[src/hw/rtl/crc32tlv_pkg.sv]
// Package for the CRC-32 tagged line verifier: beat types, parser phases,
// the marker constant and the byte-wise CRC-32 update function.
// Depends on nothing; every module of the block imports it.
package crc32tlv_pkg;

   // Reflected CRC-32 polynomial and the all-ones preset.
   localparam logic [31:0] CRC_POLY     = 32'hEDB88320;
   localparam logic [31:0] CRC_ALL_ONES = 32'hFFFFFFFF;

   // The six bytes " crc32" that must precede the closing '=' of the marker.
   localparam logic [47:0] MARK_BODY = 48'h206372633332;

   // Characters that the tail parser and the marker search look for.
   localparam logic [7:0] CH_NUL   = 8'h00;
   localparam logic [7:0] CH_TAB   = 8'h09;
   localparam logic [7:0] CH_CR    = 8'h0D;
   localparam logic [7:0] CH_SPACE = 8'h20;
   localparam logic [7:0] CH_PLUS  = 8'h2B;
   localparam logic [7:0] CH_MINUS = 8'h2D;
   localparam logic [7:0] CH_ZERO  = 8'h30;
   localparam logic [7:0] CH_NINE  = 8'h39;
   localparam logic [7:0] CH_EQUAL = 8'h3D;
   localparam logic [7:0] CH_UA    = 8'h41;
   localparam logic [7:0] CH_UF    = 8'h46;
   localparam logic [7:0] CH_UX    = 8'h58;
   localparam logic [7:0] CH_LA    = 8'h61;
   localparam logic [7:0] CH_LF    = 8'h66;
   localparam logic [7:0] CH_LX    = 8'h78;

   // Phases of the strtoul-style tail parser.
   typedef enum logic [2:0] {
      PH_SPACE  = 3'd0,
      PH_SIGN   = 3'd1,
      PH_ZERO   = 3'd2,
      PH_PREFIX = 3'd3,
      PH_DIGITS = 3'd4,
      PH_DONE   = 3'd5
   } parse_phase_type;

   // One input beat: a byte of the line and its end flag.
   typedef struct packed {
      logic [7:0] char_byte;
      logic       end_of_line;
   } req_beat_type;

   // One result beat, given once per line.
   typedef struct packed {
      logic        line_ok;
      logic        marker_found;
      logic [31:0] computed_crc;
      logic [31:0] received_crc;
   } rsp_beat_type;

   // Advances a reflected CRC-32 register by one byte, one bit per step.
   function automatic logic [31:0] crc_byte(input logic [31:0] crc, input logic [7:0] b);
      logic [31:0] v;
      v = {24'h000000, crc[7:0] ^ b};
      for (int i = 0; i < 8; i++) begin
         v = v[0] ? (CRC_POLY ^ (v >> 1)) : (v >> 1);
      end
      return (crc >> 8) ^ v;
   endfunction

endpackage

[src/hw/rtl/crc32_tagged_line_verifier_core.sv]
// Top level of the CRC-32 tagged line verifier: line state, marker search,
// tail parser and the result register.
// Depends on crc32tlv_pkg.
//
// Usage:
//   The request channel (req_valid, req_stall, req_data) carries one byte of
//   a text line per beat, with end_of_line set on the final byte. The block
//   keeps a reflected CRC-32 over the line, finds the last " crc32=" marker,
//   parses the hex tail after it and compares the two values.
//   The response channel (rsp_valid, rsp_stall, rsp_data) carries one beat
//   per line, valid in the cycle after the end_of_line byte was accepted.
//   Throughput is one byte per cycle unless an end_of_line byte is stalled:
//   every byte is fully processed combinationally between the line state
//   registers and the result register, the longest path being the eight-bit
//   CRC update and the hex digit shift.
//   A stalled response holds in the result register. Ordinary bytes are
//   still accepted meanwhile; only an end_of_line byte is stalled until the
//   pending response has been taken.
//   After reset, and after each line's final byte, the line state is back at
//   its start values and the next byte begins a new line.
module crc32_tagged_line_verifier_core #(
   parameter int TAIL_BUFFER_BYTES = 16
) (
   input  logic                       clock,
   input  logic                       reset,
   input  logic                       req_valid,
   output logic                       req_stall,
   input  crc32tlv_pkg::req_beat_type req_data,
   output logic                       rsp_valid,
   input  logic                       rsp_stall,
   output crc32tlv_pkg::rsp_beat_type rsp_data
);
   import crc32tlv_pkg::*;

   localparam int TailW = $clog2(TAIL_BUFFER_BYTES);
   localparam logic [TailW-1:0] TailLimit = TailW'(TAIL_BUFFER_BYTES - 1);

   // Line state registers.
   logic [31:0]      running_crc_ff, running_crc_in;
   logic [31:0]      crc_before_space_ff, crc_before_space_in;
   logic [31:0]      prefix_crc_ff, prefix_crc_in;
   logic [47:0]      marker_window_ff, marker_window_in;
   logic             have_marker_ff, have_marker_in;
   logic [TailW-1:0] tail_count_ff, tail_count_in;
   parse_phase_type  parse_phase_ff, parse_phase_in;
   logic [31:0]      parsed_value_ff, parsed_value_in;
   logic             negate_flag_ff, negate_flag_in;
   logic             overflow_flag_ff, overflow_flag_in;
   logic             text_ended_ff, text_ended_in;

   // Result register.
   logic             rsp_valid_ff, rsp_valid_in;
   rsp_beat_type     rsp_data_ff, rsp_data_in;

   logic             req_accept;
   logic [7:0]       c;
   logic             c_is_space;
   logic             c_is_hex;
   logic [3:0]       c_digit;
   logic             take_sign_like;
   logic             take_digit_like;
   logic             live;
   logic             found;
   logic [31:0]      recv_value;

   // An end_of_line byte waits while an untaken response holds the register.
   assign req_stall  = rsp_valid_ff && rsp_stall && req_data.end_of_line;
   assign req_accept = req_valid && !req_stall;
   assign c          = req_data.char_byte;
   assign live       = !text_ended_ff && (c != CH_NUL);

   // Character classes for the tail parser.
   always_comb begin
      c_is_space = (c == CH_SPACE) || ((c >= CH_TAB) && (c <= CH_CR));
      c_is_hex   = 1'b1;
      c_digit    = 4'd0;
      if ((c >= CH_ZERO) && (c <= CH_NINE)) begin
         c_digit = 4'(c - CH_ZERO);
      end else if ((c >= CH_LA) && (c <= CH_LF)) begin
         c_digit = 4'(c - CH_LA + 8'd10);
      end else if ((c >= CH_UA) && (c <= CH_UF)) begin
         c_digit = 4'(c - CH_UA + 8'd10);
      end else begin
         c_is_hex = 1'b0;
      end
   end

   // Next line state for one accepted byte, including the tail parser.
   always_comb begin
      running_crc_in      = running_crc_ff;
      crc_before_space_in = crc_before_space_ff;
      prefix_crc_in       = prefix_crc_ff;
      marker_window_in    = marker_window_ff;
      have_marker_in      = have_marker_ff;
      tail_count_in       = tail_count_ff;
      parse_phase_in      = parse_phase_ff;
      parsed_value_in     = parsed_value_ff;
      negate_flag_in      = negate_flag_ff;
      overflow_flag_in    = overflow_flag_ff;
      text_ended_in       = text_ended_ff || (c == CH_NUL);
      take_sign_like      = 1'b0;
      take_digit_like     = 1'b0;

      if (live) begin
         // Parse the byte when it lies within the tail window of a marker.
         if (have_marker_ff && (tail_count_ff < TailLimit)) begin
            tail_count_in = tail_count_ff + 1'b1;
            unique case (parse_phase_ff)
               PH_SPACE: begin
                  if (c_is_space) begin
                     parse_phase_in = PH_SPACE;
                  end else if ((c == CH_PLUS) || (c == CH_MINUS)) begin
                     negate_flag_in = (c == CH_MINUS);
                     parse_phase_in = PH_SIGN;
                  end else begin
                     take_sign_like = 1'b1;
                  end
               end
               PH_SIGN: begin
                  take_sign_like = 1'b1;
               end
               PH_ZERO: begin
                  if ((c == CH_LX) || (c == CH_UX)) begin
                     parse_phase_in = PH_PREFIX;
                  end else begin
                     take_digit_like = 1'b1;
                  end
               end
               PH_PREFIX, PH_DIGITS: begin
                  take_digit_like = 1'b1;
               end
               default: begin
                  parse_phase_in = parse_phase_ff;
               end
            endcase

            // A leading zero may open a 0x prefix.
            if (take_sign_like && (c == CH_ZERO)) begin
               parse_phase_in = PH_ZERO;
            end else if (take_sign_like || take_digit_like) begin
               if (c_is_hex) begin
                  parse_phase_in = PH_DIGITS;
                  if (!overflow_flag_ff) begin
                     if (parsed_value_ff[31:28] != 4'd0) begin
                        overflow_flag_in = 1'b1;
                     end else begin
                        parsed_value_in = {parsed_value_ff[27:0], c_digit};
                     end
                  end
               end else begin
                  parse_phase_in = PH_DONE;
               end
            end
         end

         // A new marker snapshots the prefix CRC and restarts the tail.
         if ((c == CH_EQUAL) && (marker_window_ff == MARK_BODY)) begin
            have_marker_in   = 1'b1;
            prefix_crc_in    = ~crc_before_space_ff;
            tail_count_in    = '0;
            parse_phase_in   = PH_SPACE;
            parsed_value_in  = 32'd0;
            negate_flag_in   = 1'b0;
            overflow_flag_in = 1'b0;
         end

         if (c == CH_SPACE) begin
            crc_before_space_in = running_crc_ff;
         end
         running_crc_in   = crc_byte(running_crc_ff, c);
         marker_window_in = {marker_window_ff[39:0], c};
      end
   end

   // Result fields from the state after the final byte.
   always_comb begin
      found = have_marker_in && (tail_count_in != '0);
      if (overflow_flag_in) begin
         recv_value = CRC_ALL_ONES;
      end else if (negate_flag_in) begin
         recv_value = 32'd0 - parsed_value_in;
      end else begin
         recv_value = parsed_value_in;
      end
      rsp_data_in.marker_found = found;
      rsp_data_in.computed_crc = found ? prefix_crc_in : 32'd0;
      rsp_data_in.received_crc = found ? recv_value : 32'd0;
      rsp_data_in.line_ok      = found && (prefix_crc_in == recv_value);
      rsp_valid_in = (req_accept && req_data.end_of_line) || (rsp_valid_ff && rsp_stall);
   end

   // Line state registers; the final byte of a line returns them to start.
   always_ff @(posedge clock) begin
      if (reset || (req_accept && req_data.end_of_line)) begin
         running_crc_ff      <= CRC_ALL_ONES;
         crc_before_space_ff <= CRC_ALL_ONES;
         prefix_crc_ff       <= 32'd0;
         marker_window_ff    <= 48'd0;
         have_marker_ff      <= 1'b0;
         tail_count_ff       <= '0;
         parse_phase_ff      <= PH_SPACE;
         parsed_value_ff     <= 32'd0;
         negate_flag_ff      <= 1'b0;
         overflow_flag_ff    <= 1'b0;
         text_ended_ff       <= 1'b0;
      end else if (req_accept) begin
         running_crc_ff      <= running_crc_in;
         crc_before_space_ff <= crc_before_space_in;
         prefix_crc_ff       <= prefix_crc_in;
         marker_window_ff    <= marker_window_in;
         have_marker_ff      <= have_marker_in;
         tail_count_ff       <= tail_count_in;
         parse_phase_ff      <= parse_phase_in;
         parsed_value_ff     <= parsed_value_in;
         negate_flag_ff      <= negate_flag_in;
         overflow_flag_ff    <= overflow_flag_in;
         text_ended_ff       <= text_ended_in;
      end
   end

   // Result register: loads on a line's final byte, holds while stalled.
   always_ff @(posedge clock) begin
      if (reset) begin
         rsp_valid_ff <= 1'b0;
      end else begin
         rsp_valid_ff <= rsp_valid_in;
      end
   end

   always_ff @(posedge clock) begin
      if (req_accept && req_data.end_of_line) begin
         rsp_data_ff <= rsp_data_in;
      end
   end

   assign rsp_valid = rsp_valid_ff;
   assign rsp_data  = rsp_data_ff;

endmodule

[config.mk]
export PLATFORM = sky130hd
export DESIGN_NAME = crc32_tagged_line_verifier_core
export DESIGN_NICKNAME = d
export VERILOG_FILES = /design/src/hw/rtl/crc32tlv_pkg.sv /design/src/hw/rtl/crc32_tagged_line_verifier_core.sv
export SDC_FILE = /design/constraint.sdc
export NUM_CORES = 1
export LEC_CHECK = 0
export BUFFER_PORTS_ARGS = -buffer_cell sky130_fd_sc_hd__buf_2
export CORE_ASPECT_RATIO = 0.9
export CORE_UTILIZATION = 35
export DETAILED_ROUTE_END_ITERATION = 7
export GPL_TIMING_DRIVEN = 1
export PLACE_DENSITY_LB_ADDON = 0.15
export SLEW_MARGIN = 20
export SYNTH_ARGS = -nofsm -noshare
export SYNTH_HDL_FRONTEND = slang
export SYNTH_SLANG_ARGS = --single-unit
[constraint.sdc]
create_clock -name clock -period 12.6 [get_ports clock]
set_input_delay 1.26 -clock clock [delete_from_list [all_inputs] [get_ports clock]]
set_output_delay 1.26 -clock clock [all_outputs]
set_load 0.01 [all_outputs]
# Yosys cells after proc, flatten, opt, wreduce, memory -nomap -nowiden
# Cells that the tools add are included.
[totals]
wordCells = 155
input_bits = 13
regBits = 254
[classes]
bitwise_logic = 11
add_sub_neg = 7
n_lt_le_gt_ge = 9
mux = 63
n_eq_ne = 15
reduce_logical = 34
[op_table]
columns = ["cell", "n"]
rows = [
  ["2-to-1 mux 32 bit", 20],
  ["NOT 13 -> 14 bit", 7],
  ["equality test 48 x 46 -> 1 bit (second input constant)", 1],
  ["equality test 8 x 6 -> 1 bit (second input constant)", 5],
  ["equality test 32 bit", 1],
  ["NOT 32 bit", 1],
  ["subtractor 1 x 32 -> 32 bit (first input constant)", 1],
  ["XOR 24 x 32 -> 32 bit", 1],
  ["2-to-1 mux 1 bit", 27],
  ["2-to-1 mux 4 bit", 6],
  ["2-to-1 mux 3 bit", 7],
  ["equality test 8 x 7 -> 1 bit (second input constant)", 2],
  [">= comparator 8 x 7 -> 1 bit (second input constant)", 2],
  ["less-or-equal comparator 8 x 7 -> 1 bit (second input constant)", 2],
  ["logical AND 1 bit", 14],
  ["NOT 1 -> 14 bit", 1],
  ["subtractor 4 x 1 -> 4 bit (second input constant)", 3],
  ["adder 4 bit (second input constant)", 2],
  [">= comparator 8 x 4 -> 1 bit (second input constant)", 1],
  [">= comparator 8 x 6 -> 1 bit (second input constant)", 1],
  ["less-or-equal comparator 8 x 4 -> 1 bit (second input constant)", 1],
  ["less-or-equal comparator 8 x 6 -> 1 bit (second input constant)", 1],
  ["logical NOT 8 bit", 1],
  ["nonzero test 4 bit", 2],
  ["20 further kinds", 29],
]

# Longest topological paths before layout
# Gate-level depths: netlist of run 1.
[depth]
word_depth = 18
depth_mapped = 21
ltp_nobuf = 18

# Least setup slack after synthesis of run 1
# Ideal clock, no wire load.
[synth_path]
kind = "input to register"
from = "input port req_data[1] (netlist bit)"
to = "register rsp_data_ff (netlist bit rsp_data[65]), data pin"
slack_ps = 6893
path_stages = 19
path_buffers = 2
arrival_ps = 5538
path_cell_list = "clkbuf_1 inv_1 ha_1 or3b_1 or4_4 o2111a_1 buf_6 a22oi_4 a22oi_1 ha_1 o41ai_2 a21oi_4 or3_1 a21oi_1 xor2_1 a211oi_1 nand4_1 or4b_1 nor4b_2"
[synth_lines]
columns = ["element", "line", "text"]
rows = [
  ["from (decl)", "crc32_tagged_line_verifier_core.sv:28", "input crc32tlv_pkg::req_beat_type req_data,"],
  ["to (signal assigned)", "crc32_tagged_line_verifier_core.sv:232", "rsp_data_ff <= rsp_data_in;"],
  ["to (decl)", "crc32_tagged_line_verifier_core.sv:53", "rsp_beat_type rsp_data_ff, rsp_data_in;"],
]

==> metrics.md, run 1 <==
| Metric | Value |
|---|---|
| Status | `completed` |
| Post-place setup slack | `5.86 ns` |
| Ranking of synthesized cells by area | `dfxtp_1 (28%), edfxtp_1 (15%), nand2_1 (6.9%)` |
| Num CTS Buffers | `28` |
| Fin worst setup slack | `6.39 ns` |
| Net Sw Power | `0.000517 W` |
| Final wirelength | `43.0 mm` |
| Setup crit end kind | `flop` |
| Worst-Margin Slew | `1.04 ns` |
| Most common cell in the netlist | `nand2_1` |
| Share of cells above drive strength 1 | `0.119` |
| Cells after Synth | `1576` |
| Power share of the combinational group | `0.126` |
| Final ANT Viol Nets | `0` |
| Worst Skew | `0.0174 ns` |
| Pin count of the biggest net entering global routing | `83` |
| Vias in the first global route | `11.0k` |
| RD Place Congestion | `0.944` |
| Worst-skew pair later-pin latency | `0.57 ns` |
| Ys flop type | `dfxtp_1` |
| Port Buf Inserts | `80` |
| CP Max Fanout | `28` |
| Final setup viols | `0` |
| Fin. Hold Viols | `0` |
| Setup TNS | `0 ns` |
| Worst vdd ir | `0.109 mV` |
| CTS max path bufs | `3` |
| # clock sinks | `254` |
| Initial Util | `0.357` |
| First-pass DRT Iterations | `6` |
| Chip height | `187 µm` |
| H-tree depth | `1` |
| Final Critical Period | `6.21 ns` |
| DRC Markers | `0` |
| Leak | `5.18 nW` |
| Synth top area share | `0.282` |
| Maxcap violations | `0` |
| Synth cell types | `90` |
| HP Class | `reg -> reg` |
| Tot Pwr | `0.00201 W` |
| Final period util | `0.493` |
| CTS resizes | `0` |
| WL/cell | `20.5 µm` |
| Total track usage | `0.217` |
| Ys async rst share | `0` |
| Synth Warn # | `0` |
| Synth Register Bits | `254` |
| CTS Hold Bufs | `0` |
| Startpoint types | `input port` |
| Dpl hpwl | `30.0 mm` |
| Rows | `67` |
| CTS clock-pin slew for the worst setup and hold paths | `0.07 ns` |
| Die X | `208 µm` |
| Die Area | `0.0389 mm²` |
| # fillers | `3893` |
| Internal Power | `0.00149 W` |
| Clock network power share | `0.432` |
| Slew HR | `0.305` |
| ANT cells | `0` |
| Post-synth EDFFs | `66` |
| Worst Path Arrival | `6.61 ns` |
| Worst EP required | `13.00 ns` |
| Sw Ratio | `0.257` |
| Most frequent cells after synthesis | `nand2_1 (245), dfxtp_1 (188), nor2_1 (175)` |
| Critical path type | `in -> reg` |
| Post-synthesis net count | `1595` |
| Nets | `1605` |
| Synth Cell Area | `0.0133 mm²` |
| Antenna violations before repair | `0` |
| Max Clk Rate | `161 MHz` |
| Yosys top cell by area | `dfxtp_1` |
| Iter 0 DRT Violations | `1206` |
| Overflow after GRT | `0` |
| Total number of vias | `11.8k` |
| IO Pins | `81` |
| Vias/cell | `5.65` |
| Sequential share of power | `0.442` |
| Mean Syn Cell Area | `8.47 µm²` |
| Post-CTS setup buffer count | `0` |
| First-pass GRT wire length | `66.9 mm` |
| Placeable core area | `0.0374 mm²` |
| PwrDens | `133 mW/mm²` |
| Unrepaired setup endpoints after global routing | `false` |
| Area growth from synthesis to layout | `12.9%` |
| Root Buffer Master | `clkbuf_16` |
| CTS tree | `built` |
| Sequential fraction of the synthesis area | `0.431` |
| Max-slew violations | `0` |
placed cells by master, fill, tap and decap left out, drive strengths merged, types with 39 or more instances in the layout:
cell    netlist  final
nand2       245    245
buf          28     98
a22oi        52     52
o21ai        60     60
clkbuf       90     39
o211ai       42     42
edfxtp       66     66
a211oi       40     40
nand3        57     57
xnor2        75     75
nor2        177    177
a21oi       122    122
dfxtp       188    188
metrics by stage:
stage,std cells,cell area [µm²],hold slack [ns],util
2_1_floorplan,1576,13300,0.413,-
3_3_place_gp,2038,14100,0.442,0.376
3_5_place_dp,2038,14100,0.446,0.376
4_1_cts,2090,15000,0.459,0.402
5_1_grt,2091,15100,0.487,0.403
6_report,2091,15100,0.464,0.403
power by group through the flow:
stage	Sequential [W]	Combinational (W)	Clock, W
3_5_place_dp	0.000906	0.000253	0
3_3_place_gp	0.000906	0.000252	0
2_1_floorplan	0.000904	0.000191	0
4_1_cts	0.000889	0.000255	0.000888
6_report	0.000888	0.000254	0.000868
5_1_grt	0.000892	0.000281	0.000921
path summary, 6_finish.rpt:
path / slack (ns) / endpoint / startpoint / cells past startpoint
setup / recovery: 6.39 / rsp_data[65]$_DFFE_PP_ / req_data[1] / 18
hold / removal: 0.46 / prefix_crc_ff[5]$_SDFFE_PP0P_ / crc_before_space_ff[5]$_SDFFE_PP1P_ / 1
setup reg to reg: 7.27 / rsp_data[65]$_DFFE_PP_ / marker_window_ff[28]$_SDFFE_PP0P_ / 15
hold reg to reg: 0.46 / prefix_crc_ff[5]$_SDFFE_PP0P_ / crc_before_space_ff[5]$_SDFFE_PP1P_ / 1
worst max-delay path: stages:
cell and delay [ns]:
buf_2 0.17, inv_1 0.14, ha_1 0.20, or3b_1 0.45, or4_4 0.47, o2111a_1 0.39, a22oi_4 0.80, a22oi_1 0.29
ha_1 0.31, o41ai_2 0.09, a21oi_4 0.13, or3_1 0.40, a21oi_1 0.24, xor2_1 0.10, a211oi_1 0.24, nand4_1 0.12
or4b_1 0.57, nor4b_2 0.25
logic make-up after synthesis:
logic type / count (synthesis) / synth area share
muxes: 10 / 0.00872
AOI/OAI and AO/OA: 392 / 0.197
xor gates and xnor gates: 114 / 0.0759
and+or+nand+nor: 669 / 0.242
DFF: 254 / 0.431
buffers and inverters: 131 / 0.0398
adders and majority gates: 6 / 0.00563
flip-flops by register name, summed over array words and instances (netlist names):
name and cells:
parse_phase_ff 3, overflow_flag_ff 1, crc_before_space_ff 32, rsp_data 66
marker_window_ff 48, running_crc_ff 32, prefix_crc_ff 32, tail_count_ff 4
parsed_value_ff 32, rsp_valid 1, negate_flag_ff 1, have_marker_ff 1
text_ended_ff 1
per-layer routing:
metal,part of all wire,track usage,vias up,wire length [µm]
met2,0.43,0.325,445,18400
li1,-,-,5692,-
met3,0.064,0.0275,71,2760
met5,0,0,-,0
met1,0.48,0.324,5609,20600
met4,0.029,0.0607,0,1230
final cells by class:
type,instances,area [µm²],share of cell area
Multi-Input combinational cell,1191,7130,0.473
Sequential cell,254,5750,0.381
Tap cell,483,604,0.0401
Inverter,13,48.8,0.00324
Clock inverter,13,178,0.0118
Timing Repair Buffer,98,556,0.0369
Clock buffer,39,802,0.0532
Note: power is estimated with default switching activity, not from simulation.
==> inputs of run 2 (changes only) <==
==> constraint.sdc (replaced) <==
create_clock -name clock -period 6.48 [get_ports clock]
set_input_delay 0.648 -clock clock [delete_from_list [all_inputs] [get_ports clock]]
set_output_delay 0.648 -clock clock [all_outputs]
set_load 0.01 [all_outputs]
==> metrics.md, run 2 (same netlist as run 1, synthesis figures left out) <==
| Metric | Value |
|---|---|
| Status | `completed (unchanged)` |
| Worst-skew pair later-pin latency | `0.57 ns (about the same)` |
| ANT cells | `0 (unchanged)` |
| PwrDens | `253 mW/mm² (was 133 mW/mm²)` |
| Commonest non-fill, non-tap cell in the layout | `nand2_1 (unchanged)` |
| CTS max path bufs | `3 (unchanged)` |
| Tot Pwr | `0.00380 W (was 0.00201 W)` |
| Critical path type | `in -> reg (unchanged)` |
| Share of cells above drive strength 1 | `0.122 (was 0.119)` |
| HP Class | `in -> reg (was reg -> reg)` |
| Dpl hpwl | `31.7 mm (was 30.0 mm)` |
| Final ANT Viol Nets | `0 (unchanged)` |
| Fin. Hold Viols | `0 (unchanged)` |
| Setup crit end kind | `flop (unchanged)` |
| CP Max Fanout | `23 (was 28)` |
| First-pass DRT Iterations | `5 (was 6)` |
| Num CTS Buffers | `29 (was 28)` |
| Rows | `67 (unchanged)` |
| Placeable core area | `0.0374 mm² (unchanged)` |
| Root Buffer Master | `clkbuf_16 (unchanged)` |
| Max Clk Rate | `190 MHz` |
| CTS clock-pin slew for the worst setup and hold paths | `0.06 ns (was 0.07 ns)` |
| DRC Markers | `0 (unchanged)` |
| Post-route design area | `0.0150 mm² (was 0.0151 mm²)` |
| Area growth from synthesis to layout | `12.6% (was 12.9%)` |
| CTS Hold Bufs | `0 (unchanged)` |
| H-tree depth | `1 (unchanged)` |
| Multi-input logic area | `0.00713 mm² (unchanged)` |
| Port Buf Inserts | `80 (unchanged)` |
| Worst EP required | `6.88 ns (was 13.00 ns)` |
| WL/cell | `21.1 µm (was 20.5 µm)` |
| Post-CTS setup buffer count | `0 (unchanged)` |
| Pin count of the biggest net entering global routing | `88 (was 83)` |
| Total number of vias | `11.8k (about the same)` |
| Worst vdd ir | `0.225 mV (was 0.109 mV)` |
| Post-place setup slack | `0.729 ns (was 5.86 ns)` |
| Placed cell areas | `0.0141 mm² (about the same)` |
| Worst Path Arrival | `5.66 ns (was 6.61 ns)` |
| Die X | `208 µm (unchanged)` |
| Die Area | `0.0389 mm² (unchanged)` |
| Iter 0 DRT Violations | `1095 (was 1206)` |
| Worst-Margin Slew | `1.00 ns (was 1.04 ns)` |
| Maxcap violations | `0 (unchanged)` |
| Startpoint types | `input port (unchanged)` |
| # fillers | `3900 (was 3893)` |
| Initial Util | `0.357 (unchanged)` |
| Antenna violations before repair | `0 (unchanged)` |
| Setup TNS | `0 ns (unchanged)` |
| Final Critical Period | `5.26 ns` |
| IO Pins | `81 (unchanged)` |
| Worst Skew | `0.0162 ns (was 0.0174 ns)` |
| Vias/cell | `5.63 (was 5.65)` |
| Total track usage | `0.224 (was 0.217)` |
| Chip height | `187 µm (unchanged)` |
| Final period util | `0.812` |
| Nets | `1614 (was 1605)` |
| Vias in the first global route | `10.9k (was 11.0k)` |
| Leak | `5.18 nW (about the same)` |
| First-pass GRT wire length | `68.1 mm (was 66.9 mm)` |
| CTS tree | `built (unchanged)` |
| Max FFs per register | `66 (unchanged)` |
| # clock sinks | `254 (unchanged)` |
| Final wirelength | `44.4 mm (was 43.0 mm)` |
| CTS resizes | `0 (unchanged)` |
| Sequential Area | `0.00575 mm² (unchanged)` |
| Fin worst setup slack | `1.22 ns (was 6.39 ns)` |
| Final setup viols | `0 (unchanged)` |
| Unrepaired setup endpoints after global routing | `false (unchanged)` |
| Most frequent cells in the layout | `nand2_1 (243), dfxtp_1 (188), nor2_1 (172) (unchanged)` |
| Overflow after GRT | `0 (unchanged)` |
| RD Place Congestion | `0.928 (was 0.944)` |
| Slew HR | `0.333 (was 0.305)` |
| Max-slew violations | `0 (unchanged)` |
-- run 2: changes by cell type in the layout (fill, tap and decap cells not counted), sizes merged --
| cell | change |
|---|---|
| buf | +8 |
| inv | +1 |
| clkinv | +2 |
| clkbuf | +2 |
| bufinv | -3 |
-- run 2: worst max-delay path, stage by stage --
cell and delay, ns:
buf_2 0.26, nand4bb_1 0.40, a21oi_2 0.45, o2111ai_2 0.46, nor2_4 0.68, a22oi_1 0.25, ha_1 0.31, o41ai_2 0.09
a21oi_4 0.13, or3_1 0.37, a21oi_1 0.24, xor2_1 0.10, a211oi_1 0.30, nand4_1 0.15, or4b_1 0.58, nor4b_2 0.25
-- run 2: area by class of cell --
type,count,area share
tap,483,0.0402
sequential,254,0.382
timing repair buffer,106,0.0396
clock buffer,41,0.0533
clock inverter,13,0.00683
multi-input combinational,1191,0.474
inverter,13,0.00325
-- run 2: path summary, 6_finish.rpt --
path,start,cells after the start,to,slack [ns]
worst min register to register,crc_before_space_ff[8]$_SDFFE_PP1P_,1,prefix_crc_ff[8]$_SDFFE_PP0P_,0.46
worst max-delay path,req_data[6],16,rsp_data[65]$_DFFE_PP_,1.22
worst min-delay path,reset,2,rsp_valid$_SDFF_PP0_,0.30
worst max register to register,parsed_value_ff[29]$_SDFFE_PP0P_,15,rsp_data[65]$_DFFE_PP_,1.23
-- run 2: where the power goes --
part | switching, W | total [W] | internal [W]
registers | 0.0000460 | 0.00173 | 0.00168
clock network | 0.000684 | 0.00158 | 0.000900
logic | 0.000294 | 0.000494 | 0.000200
-- run 2: metrics by stage --
step	instances	hold WS (ns)	util
2_1_floorplan	1576	0.413	-
3_3_place_gp	2047	0.445	0.378
3_5_place_dp	2047	0.449	0.378
4_1_cts	2101	0.267	0.402
5_1_grt	2101	0.295	0.402
6_report	2101	0.297	0.402
-- run 2: routing by layer --
layer | global-route usage | vias up | wire, µm
met5 | 0 | - | 0
met4 | 0.0632 | 0 | 1280
met3 | 0.0301 | 71 | 2510
met2 | 0.329 | 380 | 19000
met1 | 0.338 | 5677 | 21600
li1 | - | 5706 | -
